### config.mk
export PLATFORM = sky130hd
export DESIGN_NAME = arpre_ctrl
export DESIGN_NICKNAME = d
export VERILOG_FILES = /design/src/rtl/core/arpre_pkg.sv /design/src/rtl/core/arpre_ctrl.sv
export SDC_FILE = /design/constraint.sdc
export NUM_CORES = 1
export LEC_CHECK = 0
export ABC_AREA = 1
export BUFFER_PORTS_ARGS = -buffer_cell sky130_fd_sc_hd__buf_2
export CAP_MARGIN = 20
export CORE_MARGIN = 3
export CORE_UTILIZATION = 30
export DETAILED_ROUTE_END_ITERATION = 7
export GPL_TIMING_DRIVEN = 0
export PLACE_DENSITY_LB_ADDON = 0.15
export SYNTH_ARGS = -nofsm -noshare
export SYNTH_HDL_FRONTEND = slang
export SYNTH_SLANG_ARGS = --single-unit
### constraint.sdc
create_clock -name clk_i -period 1.5 [get_ports clk_i]
set_clock_uncertainty 0.05 [all_clocks]
set_input_delay 0.15 -clock clk_i [delete_from_list [all_inputs] [get_ports clk_i]]
set_output_delay 0.15 -clock clk_i [all_outputs]
set_load 0.02 [all_outputs]
### src/rtl/core/arpre_pkg.sv
`timescale 1ns / 1ps
// ----------------------------------------------------------------------------
// arpre_pkg
// Types, codes and sizes shared by the ARP resolution engine modules.
// ----------------------------------------------------------------------------
package arpre_pkg;

  localparam int CACHE_ENTRIES = 16;
  localparam int PENDING_SLOTS = 8;
  localparam int QUEUE_DEPTH   = 8;
  localparam int MAX_RESULTS   = 8;
  localparam int QCAP = (QUEUE_DEPTH < MAX_RESULTS) ? QUEUE_DEPTH : MAX_RESULTS;

  localparam int CIDX_W = $clog2(CACHE_ENTRIES);
  localparam int SIDX_W = $clog2(PENDING_SLOTS);
  localparam int QIDX_W = $clog2(QUEUE_DEPTH);
  localparam int CNT_W  = $clog2(QCAP + 1);
  localparam int QMEM_DEPTH = PENDING_SLOTS * QUEUE_DEPTH;

  localparam logic [15:0] LIFETIME_RESET = 16'd30000;
  localparam logic [15:0] HOLD_RESET     = 16'd5000;

  localparam logic [47:0] BCAST_MAC = 48'hFFFF_FFFF_FFFF;
  localparam logic [15:0] ETH_ARP   = 16'h0806;
  localparam logic [15:0] ETH_IPV4  = 16'h0800;
  localparam logic [15:0] OP_REQ    = 16'd1;
  localparam logic [15:0] OP_REPLY  = 16'd2;

  localparam logic [1:0] CMD_SEND   = 2'd0;
  localparam logic [1:0] CMD_FRAME  = 2'd1;
  localparam logic [1:0] CMD_TICK   = 2'd2;
  localparam logic [1:0] CMD_UNUSED = 2'd3;

  localparam logic [1:0] CFG_OWN_MAC  = 2'd0;
  localparam logic [1:0] CFG_OWN_IP   = 2'd1;
  localparam logic [1:0] CFG_LIFETIME = 2'd2;
  localparam logic [1:0] CFG_HOLD     = 2'd3;

  localparam logic [2:0] KIND_FRAME   = 3'd0;
  localparam logic [2:0] KIND_REQ     = 3'd1;
  localparam logic [2:0] KIND_REPLY   = 3'd2;
  localparam logic [2:0] KIND_DELIVER = 3'd3;
  localparam logic [2:0] KIND_DROP    = 3'd4;

  typedef enum logic [2:0] {
    SEL_HIT, SEL_REQ, SEL_REPLY, SEL_DELIVER, SEL_DROP, SEL_FLUSH
  } arpre_sel_e;

  typedef struct packed {
    logic [1:0]  cmd;
    logic [31:0] hop_ip;
    logic [15:0] handle;
    logic [47:0] frame_dst_mac;
    logic [15:0] ethertype;
    logic [15:0] arp_opcode;
    logic [31:0] arp_sender_ip;
    logic [47:0] arp_sender_mac;
    logic [31:0] arp_target_ip;
    logic [15:0] elapsed_ms;
  } arpre_item_t;

  typedef struct packed {
    logic [2:0]  kind;
    logic [47:0] dst_mac;
    logic [31:0] arp_target_ip_res;
    logic [47:0] arp_target_mac;
    logic [15:0] out_handle;
    logic        last;
  } arpre_res_t;

  typedef struct packed {
    logic       load;
    logic       emit;
    arpre_sel_e sel;
    logic       last;
    logic       q_push;
    logic       slot_alloc;
    logic       slot_free;
    logic       learn_wr;
    logic       evict_start;
    logic       evict_step;
    logic       flush_first;
    logic       flush_next;
    logic       age_all;
    logic       expire;
  } arpre_ctrl_t;

  typedef struct packed {
    logic [1:0] cmd;
    logic       cache_hit;
    logic       cache_free;
    logic       slot_hit;
    logic       slot_avail;
    logic       q_full;
    logic       for_us;
    logic       is_arp;
    logic       is_ipv4;
    logic       req_own;
    logic       is_reply;
    logic       cnt_zero;
    logic       evict_last;
    logic       flush_last;
  } arpre_stat_t;

  function automatic logic [15:0] sat_add(input logic [15:0] a, input logic [15:0] b);
    logic [16:0] s;
    s = {1'b0, a} + {1'b0, b};
    return s[16] ? 16'hFFFF : s[15:0];
  endfunction

endpackage

### src/rtl/core/arpre_ctrl.sv
`timescale 1ns / 1ps
// ----------------------------------------------------------------------------
// arpre_ctrl
// Sequencer of the ARP engine: decodes the item and steps the datapath.
// ----------------------------------------------------------------------------
module arpre_ctrl
  import arpre_pkg::*;
(
  input  logic        clk_i,
  input  logic        rst_ni,
  input  logic        start_i,
  output logic        busy_o,
  input  arpre_stat_t stat_i,
  output arpre_ctrl_t ctrl_o
);

  localparam logic [2:0] ST_IDLE  = 3'd0;
  localparam logic [2:0] ST_EXEC  = 3'd1;
  localparam logic [2:0] ST_EVICT = 3'd2;
  localparam logic [2:0] ST_EVWR  = 3'd3;
  localparam logic [2:0] ST_RESP  = 3'd4;
  localparam logic [2:0] ST_FLUSH = 3'd5;
  localparam logic [2:0] ST_TICK2 = 3'd6;

  logic [2:0] state_q, state_d;

  always_ff @(posedge clk_i or negedge rst_ni) begin
    if (!rst_ni) begin
      state_q <= ST_IDLE;
    end else begin
      state_q <= state_d;
    end
  end

  assign busy_o = (state_q != ST_IDLE);

  always_comb begin
    state_d = state_q;
    ctrl_o  = '0;
    case (state_q)
      ST_IDLE: begin
        if (start_i) begin
          ctrl_o.load = 1'b1;
          state_d     = ST_EXEC;
        end
      end
      ST_EXEC: begin
        state_d = ST_IDLE;
        case (stat_i.cmd)
          CMD_SEND: begin
            if (stat_i.cache_hit) begin
              ctrl_o.emit = 1'b1;
              ctrl_o.sel  = SEL_HIT;
              ctrl_o.last = 1'b1;
            end else if (stat_i.slot_hit) begin
              if (!stat_i.q_full) begin
                ctrl_o.q_push = 1'b1;
              end else begin
                ctrl_o.emit = 1'b1;
                ctrl_o.sel  = SEL_DROP;
                ctrl_o.last = 1'b1;
              end
            end else if (stat_i.slot_avail) begin
              ctrl_o.slot_alloc = 1'b1;
              ctrl_o.emit       = 1'b1;
              ctrl_o.sel        = SEL_REQ;
              ctrl_o.last       = 1'b1;
            end else begin
              ctrl_o.emit = 1'b1;
              ctrl_o.sel  = SEL_DROP;
              ctrl_o.last = 1'b1;
            end
          end
          CMD_FRAME: begin
            if (stat_i.for_us && stat_i.is_arp) begin
              if (stat_i.cache_hit || stat_i.cache_free) begin
                ctrl_o.learn_wr = 1'b1;
                state_d         = ST_RESP;
              end else begin
                ctrl_o.evict_start = 1'b1;
                state_d            = ST_EVICT;
              end
            end else if (stat_i.for_us && stat_i.is_ipv4) begin
              ctrl_o.emit = 1'b1;
              ctrl_o.sel  = SEL_DELIVER;
              ctrl_o.last = 1'b1;
            end
          end
          CMD_TICK: begin
            ctrl_o.age_all = 1'b1;
            state_d        = ST_TICK2;
          end
          default: ;
        endcase
      end
      ST_EVICT: begin
        ctrl_o.evict_step = 1'b1;
        if (stat_i.evict_last) begin
          state_d = ST_EVWR;
        end
      end
      ST_EVWR: begin
        ctrl_o.learn_wr = 1'b1;
        state_d         = ST_RESP;
      end
      ST_RESP: begin
        state_d = ST_IDLE;
        if (stat_i.req_own) begin
          ctrl_o.emit = 1'b1;
          ctrl_o.sel  = SEL_REPLY;
          ctrl_o.last = 1'b1;
        end else if (stat_i.is_reply && stat_i.slot_hit) begin
          if (stat_i.cnt_zero) begin
            ctrl_o.slot_free = 1'b1;
          end else begin
            ctrl_o.flush_first = 1'b1;
            state_d            = ST_FLUSH;
          end
        end
      end
      ST_FLUSH: begin
        ctrl_o.emit = 1'b1;
        ctrl_o.sel  = SEL_FLUSH;
        ctrl_o.last = stat_i.flush_last;
        if (stat_i.flush_last) begin
          ctrl_o.slot_free = 1'b1;
          state_d          = ST_IDLE;
        end else begin
          ctrl_o.flush_next = 1'b1;
        end
      end
      ST_TICK2: begin
        ctrl_o.expire = 1'b1;
        state_d       = ST_IDLE;
      end
      default: state_d = ST_IDLE;
    endcase
  end

endmodule

# Yosys cells after proc, flatten, opt, wreduce, memory -nomap -nowiden
# Cells that the tools add are included.
# Widths: inputs -> output; s select.
dict set report totals {
  in_bits 18
  latchBits 0
  regBits 3
  output_inout_bits 17
  ramBits 0
  word_cells 69
  mem_count 0
  romBits 0
}
dict set report op_classes {
  n_lt_le_gt_ge 0
  reduce_logical 8
  multipliers 0
  eq_ne 11
  shift 0
  n_bitwise 0
  n_div 0
  add_sub_neg 0
  n_mux 49
}
# cell count
set ops {}
lappend ops {{$mux 5} 6}
lappend ops {{$mux 3} 8}
lappend ops {{$mux 1} 23}
lappend ops {{$pmux 3 s6} 1}
lappend ops {{$pmux 5 s3} 1}
lappend ops {{$mux 2} 5}
lappend ops {{$pmux 5 s2} 1}
lappend ops {{$eq 3x3->1 const B} 3}
lappend ops {{$eq 3x2->1 const B} 2}
lappend ops {{$ne 2x2->1 const B} 3}
lappend ops {{$pmux 3 s2} 1}
lappend ops {{$mux 4} 1}
lappend ops {{$pmux 1 s2} 2}
lappend ops {{$eq 3x1->1 const B} 1}
lappend ops {{$logic_and 1x1->1} 3}
lappend ops {{$logic_not 3->1} 1}
lappend ops {{$reduce_and 3->1} 1}
lappend ops {{$reduce_bool 3->1} 1}
lappend ops {{$eq 2x1->1 const B} 1}
lappend ops {{$eq 2x2->1 const B} 1}
lappend ops {{$logic_not 2->1} 1}
lappend ops {{$logic_or 1x1->1} 1}

# Logic depth before layout (Yosys ltp)
# Gate-level depths: netlist (run 1).
dict set report depth {
  depth_word 5
  depth_mapped 8
  ltp_nobuf 8
}

# Worst setup path after synthesis (run 1)
# OpenSTA, ideal clock, no wires.
dict set report synth_timing {
  kind {register to output}
  start {register state_q[1]}
  end {output port ctrl_o[13] (netlist bit)}
  arrival_time_ns 1.227
  required_ns 1.300
  slack_ns 0.073
  path_stages_with_launch 4
  path_buffers 0
  path_cell_list {dfrtp_1 inv_2 nand3_4 o31ai_1}
}
# item line
set synth_lines {}
lappend synth_lines {{start: declaration} arpre_ctrl.sv:25} ;# logic [2:0] state_q, state_d;
lappend synth_lines {{start signal: assignment} arpre_ctrl.sv:31} ;# state_q <= state_d;
lappend synth_lines {{end: declaration} arpre_ctrl.sv:14} ;# output arpre_ctrl_t ctrl_o

==> results.json, run 1 <==
{
  "core-area_um2": 1541,
  "start_util_pct": 32.47,
  "routedWlPerCell_um": 9.568,
  "critPathLaunchType": "flip-flop",
  "vias": 661,
  "rsz0062_at_grt": "true",
  "syn2layout_area_growth_pct": 80.50,
  "multi_input_area_um2": 384.1,
  "crit_type": "reg -> out",
  "cts_root_buffer": "clkbuf_4",
  "cp_max_fo": 6,
  "yosys-top-cells-count": "inv_1 (20), nand2_1 (14), nor2_1 (11)",
  "fin_crit_sh_pct": 98.85,
  "synth.area.top_cells": "dfrtp_1 (15%), inv_1 (15%), nand2_1 (11%)",
  "clk-insertion-delay-late_ns": 0.23,
  "first_iter_violations": 7,
  "io_pins": 35,
  "synth.most_common_cell": "inv_1",
  "outcome": "finished clean",
  "drive_above_1_share_pct": 52.27,
  "hold_path_class": "in -> async",
  "timing.final.ws_setup_ns": 0.01722,
  "fin_util_pct": 58.60,
  "critical_path_arrival_ns": 1.28,
  "synth-edff-count": 0,
  "yosysTopAreaCellShare_pct": 15.00,
  "worstPathCellList": "inv_4, nand3_4, inv_2, nand4_1, nand3_1, buf_6",
  "fin_hold_ws_ns": 0.2084,
  "dp_slack_ns": 0.1384,
  "yosys_warnings": 0,
  "clock.fmax_mhz": 674.4,
  "numCtsBuffers": 3,
  "remaining_drc_errors": 0,
  "drv_slew": 0,
  "port_buffers": 34,
  "die_h_um": 46.85,
  "clk_path_buf_depth": 2,
  "synth_seq_cells": 3,
  "grt_pass1_wl_um": 2166,
  "clk_pin_slew_ns": 0.04,
  "cap_viol_max_count": 0,
  "gp_congestion": 0.7118,
  "synth_top_cell_by_area": "dfrtp_1",
  "grt_start_max_net_pins": 7,
  "antenna_cells": 0,
  "setup_viol_count_final": 0,
  "syn_nets": 106,
  "die_x_um": 46.85,
  "reg_top3": "state_q (3)",
  "largest_reg_flops": 3,
  "p_leak_nw": 0.5437,
  "ant_nets": 0,
  "antenna_found_initial": 0,
  "cp-end-kind": "primary output",
  "cp_slowest_cell": "dfrtp_2",
  "grt_pass1_vias": 566,
  "async_reset_ff_share_pct": 100.0,
  "fillers": 154,
  "grt_use_total_pct": 13.00,
  "drt_wl_total_um": 1416,
  "powerDensity_nw_per_um2": 1405,
  "ys_types": 19,
  "cts.sinks": 3,
  "relSlewSlack_pct": 85.17,
  "synth_area_um2": 500.5,
  "regMostFlops": "state_q",
  "synth_top_flop_cell": "dfrtp_1",
  "row_count": 14,
  "finalHoldViolCount": 0,
  "tightest_slew_ns": 0.2207,
  "nets": 154,
  "seq_area_frac_synth_pct": 15.00,
  "cts_max_level": 1,
  "grt_overflow": 0,
  "final-seq-area_um2": 77.57,
  "die_area_um2": 2194,
  "syn_inst": 85,
  "cp.required_ns": 1.30,
  "syn_avg_cell_area_um2": 5.888,
  "path_delay_family": "flip-flops",
  "dr.pass1.iters": 2,
  "finalCriticalPeriod_ns": 1.483,
  "hpwl_um": 1147,
  "max-vdd-ir-drop_mv": 0.6180,
  "critPathBufInv": 3,
  "max_stage_delay_ns": 0.44,
  "cts_tree": "built",
  "vias_per_cell": 4.466
}
==> per-layer routing <==
layer  GRT usage [%]  vias up  routed length [µm]
li1                -      354                   -
met1           16.33      290                 592
met2           24.39       17                 755
met3           1.149        0                  68
met4           1.657        0                   0
met5               0        -                   0
==> power by group <==
group          switching (mW)  internal, mW  leakage, nW  total, mW
Sequential             0.0380         0.118       0.0362      0.156
Clock                  0.0402        0.0996       0.0150      0.140
Combinational           0.535         0.438        0.493      0.973
==> layout make-up <==
cell class / instances / area share [%]
buffer: 1 / 1.247
tap: 16 / 2.216
clock buffer: 4 / 2.909
sequential: 3 / 8.587
inverter: 22 / 9.418
timing repair buffer: 43 / 33.10
multi-input combinational: 59 / 42.52
==> kinds of logic after synthesis <==
kind of cell | Yosys count | synth area share [%]
compound gates | 4 | 4.500
flops | 3 | 15.00
simple gates | 52 | 54.25
buf+inv | 23 | 18.75
fa+ha+maj | 3 | 7.501
==> metrics by stage <==
step / setup TNS, ns / area [µm²] / power [mW] / cells
global route: -0.4028 / 903.4 / 1.370 / 148
CTS: -0.02821 / 832.0 / 1.214 / 146
finish: 0 / 903.4 / 1.269 / 148
global placement: 0 / 690.7 / 0.8330 / 135
floorplan: 0 / 500.5 / 0.6601 / 85
detailed placement: 0 / 690.7 / 0.8442 / 135
==> worst paths after layout <==
check | from | endpoint | slack, ns | cells after the start
min in group clk_i | stat_i[1] | state_q[0] | 0.21 | 5
setup / recovery | state_q[1] | ctrl_o[11] | 0.02 | 6
max in group asynchronous | rst_ni | state_q[2] | 1.07 | 2
hold reg to reg | state_q[2] | state_q[0] | 0.63 | 4
setup reg to reg | state_q[1] | state_q[0] | 0.20 | 8
hold / removal | rst_ni | state_q[0] | 0.21 | 2
==> placed cells by master (no fill, tap or decap) <==
| cell type | count |
|---|---|
| nor3_1 | 4 |
| dfrtp_2 | 2 |
| nand4_1 | 3 |
| buf_6 | 6 |
| inv_4 | 1 |
| ha_1 | 3 |
| nand3_4 | 2 |
| nand2_2 | 2 |
| nand3_1 | 5 |
| o21ai_0 | 1 |
| inv_1 | 19 |
| o31ai_2 | 1 |
| nand2_1 | 13 |
| a21oi_1 | 1 |
| clkbuf_1 | 1 |
| dlygate4sd3_1 | 1 |
| or2_2 | 1 |
| nand3_2 | 4 |
| nor2_4 | 5 |
| buf_12 | 1 |
| dfrtp_1 | 1 |
| inv_2 | 2 |
| buf_4 | 13 |
| clkbuf_4 | 3 |
| nor2_1 | 10 |
| nor2_2 | 3 |
| o21ai_1 | 1 |
| buf_2 | 23 |
==> worst reg2reg max path: cells and delay by family, from the launching register on <==
family | cells | cell delay (ns)
DFF | 1 | 0.44
and+or+nand+nor | 5 | 0.36
buffers and inverters | 3 | 0.32
==> repair_timing <==
action	4_1_cts	5_1_grt
endpoints found under the hold margin	3	0
cloned	0	0
gates resized for setup	16	16
setup buffers	6	2
pin swaps	6	2
hold buffers	1	0
setup endpoints to repair	8	13
Note: power is estimated with default switching activity, not from simulation.
==> run 2, diff against run 1 <==
==> constraint.sdc (replaced) <==
create_clock -name clk_i -period 1.35 [get_ports clk_i]
set_clock_uncertainty 0.05 [all_clocks]
set_input_delay 0.135 -clock clk_i [delete_from_list [all_inputs] [get_ports clk_i]]
set_output_delay 0.135 -clock clk_i [all_outputs]
set_load 0.02 [all_outputs]
==> run 2 against run 1 <==
Against the previous run: the run now ends with negative setup slack left; clock power up 10%; design area rose by 9.6%; clock-buffer cell count is the same; die area unchanged; utilization increased by 5.6 points; final cell count up 0.68%; register-to-register slack got worse by 0.23 ns; global-route usage rose by 2.4 points; worst hold slack got worse by 0.034 ns; sequential cell count did not move; worst setup slack lost 0.18 ns; routed wire length up 8.1%; critical endpoint is now ctrl_o[10].
==> results.json, run 2 (synthesized netlist as in run 1, its figures left out) <==
{
  "cap_viol_max_count": 0,
  "layout.cells.non_filler": 149,
  "largest_reg_flops": 3,
  "outcome": "finished with violations",
  "routedWlPerCell_um": 10.27,
  "regMostFlops": "state_q",
  "max_stage_delay_ns": 0.45,
  "relSlewSlack_pct": 82.72,
  "crit_start": "state_q[1]",
  "clk_pin_slew_ns": 0.04,
  "finalHoldViolCount": 0,
  "rsz0062_at_grt": "true",
  "critical_path_arrival_ns": 1.32,
  "cts.sinks": 3,
  "io_pins": 35,
  "cp-end-kind": "primary output",
  "cts_root_buffer": "clkbuf_4",
  "path_common_cell": "nor2_4",
  "dr.pass1.iters": 2,
  "fillers": 147,
  "violations": "negative setup slack",
  "die_x_um": 46.85,
  "cts_tree": "built",
  "core-area_um2": 1541,
  "fin_crit_sh_pct": 111.7,
  "powerDensity_nw_per_um2": 1554,
  "port_buffers": 34,
  "grt_pass1_wl_um": 2504,
  "grt_pass1_vias": 636,
  "nets": 155,
  "ant_nets": 0,
  "worstPathCellList": "inv_4, nand3_4, nor2_4, nor2_4, nand3_2, buf_6",
  "tightest_slew_ns": 0.2573,
  "hpwl_um": 1166,
  "reg_top3": "state_q (3)",
  "antenna_found_initial": 0,
  "path_delay_family": "flip-flops",
  "vias_per_cell": 4.497,
  "remaining_drc_errors": 0,
  "grt_start_max_net_pins": 7,
  "syn2layout_area_growth_pct": 97.75,
  "vias": 670,
  "drt_wl_total_um": 1530,
  "die_area_um2": 2194,
  "fin_util_pct": 64.20,
  "crit_type": "reg -> out",
  "cp_slowest_cell": "dfrtp_2",
  "layout_common_cells": "buf_2 (19), inv_1 (18), buf_6 (12), nand2_1 (12), buf_4 (11)",
  "start_util_pct": 32.47,
  "grt_overflow": 0,
  "die_h_um": 46.85,
  "gp_congestion": 0.6742,
  "drive_above_1_share_pct": 58.65,
  "critPathLaunchType": "flip-flop",
  "r2r-start": "state_q[1]",
  "critPathBufInv": 2,
  "antenna_cells": 0,
  "finalCriticalPeriod_ns": 1.509,
  "final_common_cell": "buf_2",
  "drv_slew": 0,
  "clock.fmax_mhz": 662.9,
  "grt_use_total_pct": 15.45,
  "clk_path_buf_depth": 2,
  "setup_tns_ns": -1.961,
  "dp_slack_ns": 0.01102,
  "cp.required_ns": 1.16,
  "hold_path_class": "in -> async",
  "row_count": 14,
  "dpl.cell_count": 135,
  "max-vdd-ir-drop_mv": 1.023,
  "setup_viol_count_final": 18,
  "first_iter_violations": 4,
  "clk-insertion-delay-late_ns": 0.23,
  "p_leak_nw": 0.5803,
  "cts_max_level": 1,
  "total_power_mw": 1.538,
  "cp_max_fo": 6,
  "numCtsBuffers": 3,
  "timing.final.ws_setup_ns": -0.1585
}
## run 2: cell types whose count changed in the layout (fill, tap and decap cells not counted), sizes merged
cell  delta
buf      +1
## run 2: where the power goes
group          switching (mW)  internal (mW)  leakage [nW]  total (mW)
clock                  0.0439          0.111        0.0150       0.154
combinational           0.657          0.539         0.529        1.20
sequential             0.0571          0.131        0.0362       0.188
total                   0.758          0.780         0.580        1.54
## run 2: worst reg2reg max path: cells and delay by family (launching register included)
family,cells,cell delay (ns)
DFF,1,0.45
buffers and inverters,4,0.41
and+or+nand+nor,5,0.34
## run 2: final cells by class
cell class / count / area (µm²) / area share (%)
repair buffers: 44 / 346.6 / 35.02
multi-input cells: 59 / 422.9 / 42.73
clock buffers: 4 / 26.28 / 2.655
flip-flops and latches: 3 / 77.57 / 7.838
inverters: 22 / 85.08 / 8.597
plain buffers: 1 / 11.26 / 1.138
well taps: 16 / 20.02 / 2.023
## run 2: final timing paths
kind                         endpoint  slack (ns)  cells past startpoint
max                        ctrl_o[10]       -0.16                      6
min                        state_q[1]        0.17                      2
max reg2reg                state_q[0]       -0.03                      9
min reg2reg                state_q[1]        0.58                      2
max in group asynchronous  state_q[2]        0.96                      2
min in group clk_i         state_q[0]        0.20                      5
## run 2: what timing repair did
action / 4_1_cts / 5_1_grt
pin swaps: 10 / 10
buffers inserted: 7 / 2
setup endpoints to repair: 16 / 18
resized for setup: 41 / 11
endpoints found under the hold margin: 3 / 0
hold buffers: 1 / 0
## run 2: through the flow
step	hold slack, ns	area, µm²
floorplan	-0.2106	505.5
global placement	-0.1187	695.7
detailed placement	-0.1161	695.7
CTS	0.1669	922.1
global route	0.1886	989.7
finish	0.1742	989.7
## run 2: metal layers
layer,wire length (µm),part of all wire (%),GRT usage (%),vias up
met3,73,4.8,3.448,0
met1,634,41,17.85,297
met4,0,0,1.657,0
li1,-,-,-,357
met2,822,54,29.54,16
met5,0,0,0,-
==> run 3, diff against run 2 <==
--- a/config.mk
+++ b/config.mk
@@ -12,7 +12,7 @@
 export CORE_UTILIZATION = 30
 export DETAILED_ROUTE_END_ITERATION = 7
 export GPL_TIMING_DRIVEN = 0
-export PLACE_DENSITY_LB_ADDON = 0.15
+export PLACE_DENSITY = 0.6
 export SYNTH_ARGS = -nofsm -noshare
 export SYNTH_HDL_FRONTEND = slang
 export SYNTH_SLANG_ARGS = --single-unit
==> constraint.sdc (replaced) <==
create_clock -name clk_i -period 1.8 [get_ports clk_i]
set_clock_uncertainty 0.05 [all_clocks]
set_input_delay 0.18 -clock clk_i [delete_from_list [all_inputs] [get_ports clk_i]]
set_output_delay 0.18 -clock clk_i [all_outputs]
set_load 0.02 [all_outputs]
==> run 3 against run 2 <==
Against the previous run: the flow now finishes without violations; total power shrank 48%; critical path type unchanged; worst hold slack improved by 0.054 ns; register-to-register slack better by 0.68 ns; largest cell class unchanged; combinational power fell by 53%.
==> results.json, run 3 (synthesized netlist as in run 1, its figures left out) <==
{
  "outcome": "finished clean",
  "dp_slack_ns": 0.3765,
  "r2r-end": "state_q[0]",
  "regMostFlops": "state_q",
  "hold_path_depth": 4,
  "grt_start_max_net_pins": 9,
  "fillers": 169,
  "finalHoldViolCount": 0,
  "worstRegToRegCells": 6,
  "layout.cells.non_filler": 140,
  "placed_area_um2": 690.7,
  "p_leak_nw": 0.4812,
  "dpl.cell_count": 135,
  "fin_crit_sh_pct": 89.58,
  "fin_util_pct": 47.16,
  "cp_slowest_cell": "dfrtp_1",
  "max-vdd-ir-drop_mv": 0.4212,
  "cp.required_ns": 1.57,
  "port_buffers": 34,
  "cts_setup_buffers": 0,
  "cap_viol_max_count": 0,
  "cp-end-kind": "primary output",
  "io_pins": 35,
  "cp_max_fo": 8,
  "antenna_cells": 0,
  "drv_slew": 0,
  "largest_reg_flops": 3,
  "gp_congestion": 0.6995,
  "total_power_mw": 0.8070,
  "critPathLaunchType": "flip-flop",
  "row_count": 14,
  "post_cts_resized": 0,
  "cts_tree": "built",
  "start_util_pct": 32.47,
  "setup_viol_count_final": 0,
  "fin_hold_ws_ns": 0.2282,
  "hpwl_um": 1088,
  "clk_pin_slew_ns": 0.04,
  "postCtsHoldBufs": 1,
  "max_stage_delay_ns": 0.37,
  "hold_path_end": "state_q[0]",
  "layout_common_cells": "buf_2 (34), inv_1 (20), nand2_1 (14)",
  "syn2layout_area_growth_pct": 45.25,
  "grt_overflow": 0,
  "r2r-start": "state_q[1]",
  "dr.pass1.iters": 4,
  "vias": 620,
  "postLayoutCellArea_um2": 726.9,
  "crit_type": "reg -> out",
  "rsz0062_at_grt": "false",
  "drive_above_1_share_pct": 41.94,
  "ant_nets": 0,
  "first_iter_violations": 5,
  "crit_start": "state_q[0]",
  "hold_path_class": "in -> reg",
  "drt_wl_total_um": 1221,
  "setup_tns_ns": 0,
  "clock.fmax_mhz": 620.2,
  "relSlewSlack_pct": 83.93,
  "nets": 146,
  "remaining_drc_errors": 0,
  "cts_max_level": 1,
  "timing.final.ws_setup_ns": 0.1875,
  "hold_start": "stat_i[0]",
  "numCtsBuffers": 3,
  "r2r_slack_ns": 0.65,
  "path_common_cell": "nor2_2",
  "die_area_um2": 2194,
  "worstPathCellList": "buf_6, nor2_2, nand2_1, nor2_1, nor2_2, nand3_1, buf_2",
  "finalCriticalPeriod_ns": 1.612,
  "grt_pass1_wl_um": 1897,
  "die_x_um": 46.85,
  "grt_use_total_pct": 11.46,
  "critical_path_arrival_ns": 1.38,
  "reg_top3": "state_q (3)",
  "antenna_found_initial": 0,
  "die_h_um": 46.85,
  "vias_per_cell": 4.429,
  "powerDensity_nw_per_um2": 1110,
  "core-area_um2": 1541,
  "cts_root_buffer": "clkbuf_4",
  "routedWlPerCell_um": 8.721,
  "clk_path_buf_depth": 2,
  "cts.sinks": 3,
  "tightest_slew_ns": 0.2393,
  "clk-insertion-delay-late_ns": 0.23,
  "final_common_cell": "buf_2",
  "grt_pass1_vias": 526
}
==> run 3: power by group <==
part	leakage (nW)	switching [mW]	internal [mW]
sequential	0.0393	0.0324	0.0950
clock	0.0150	0.0330	0.0830
combinational	0.427	0.361	0.203
total	0.481	0.426	0.381
==> run 3: how the worst max path moves through the flow <==
| stage | end | slack, ns | depth (start not counted) |
|---|---|---|---|
| after floorplan | ctrl_o[13] | 0.34 | 3 |
| after global placement | ctrl_o[14] | 0.43 | 6 |
| after detailed placement | ctrl_o[13] | 0.38 | 8 |
| after CTS | ctrl_o[14] | 0.17 | 7 |
| after global routing | ctrl_o[14] | 0.05 | 7 |
| final | ctrl_o[14] | 0.19 | 7 |
==> run 3: worst max-delay path, delay by kind of cell, from the launching register on <==
kind	cells	cell delay, ns
buffers and inverters	2	0.30
flip-flops	1	0.37
AND/OR/NAND/NOR	5	0.48
==> run 3: layer usage <==
| layer | vias to the layer above | share of wire, % | track usage [%] |
|---|---|---|---|
| li1 | 346 | - | - |
| met2 | 20 | 47 | 21.95 |
| met1 | 251 | 44 | 13.64 |
| met3 | 3 | 7.6 | 0.3831 |
| met4 | 0 | 1.1 | 3.315 |
| met5 | - | 0 | 0 |
==> run 3: area by class of cell <==
class,instances,area (µm²),area share [%]
Multi-Input combinational cell,59,331.6,45.61
Timing Repair Buffer,35,180.2,24.78
Inverter,22,82.58,11.36
Sequential cell,3,75.07,10.33
Clock buffer,4,26.28,3.614
Tap cell,16,20.02,2.754
Buffer,1,11.26,1.549
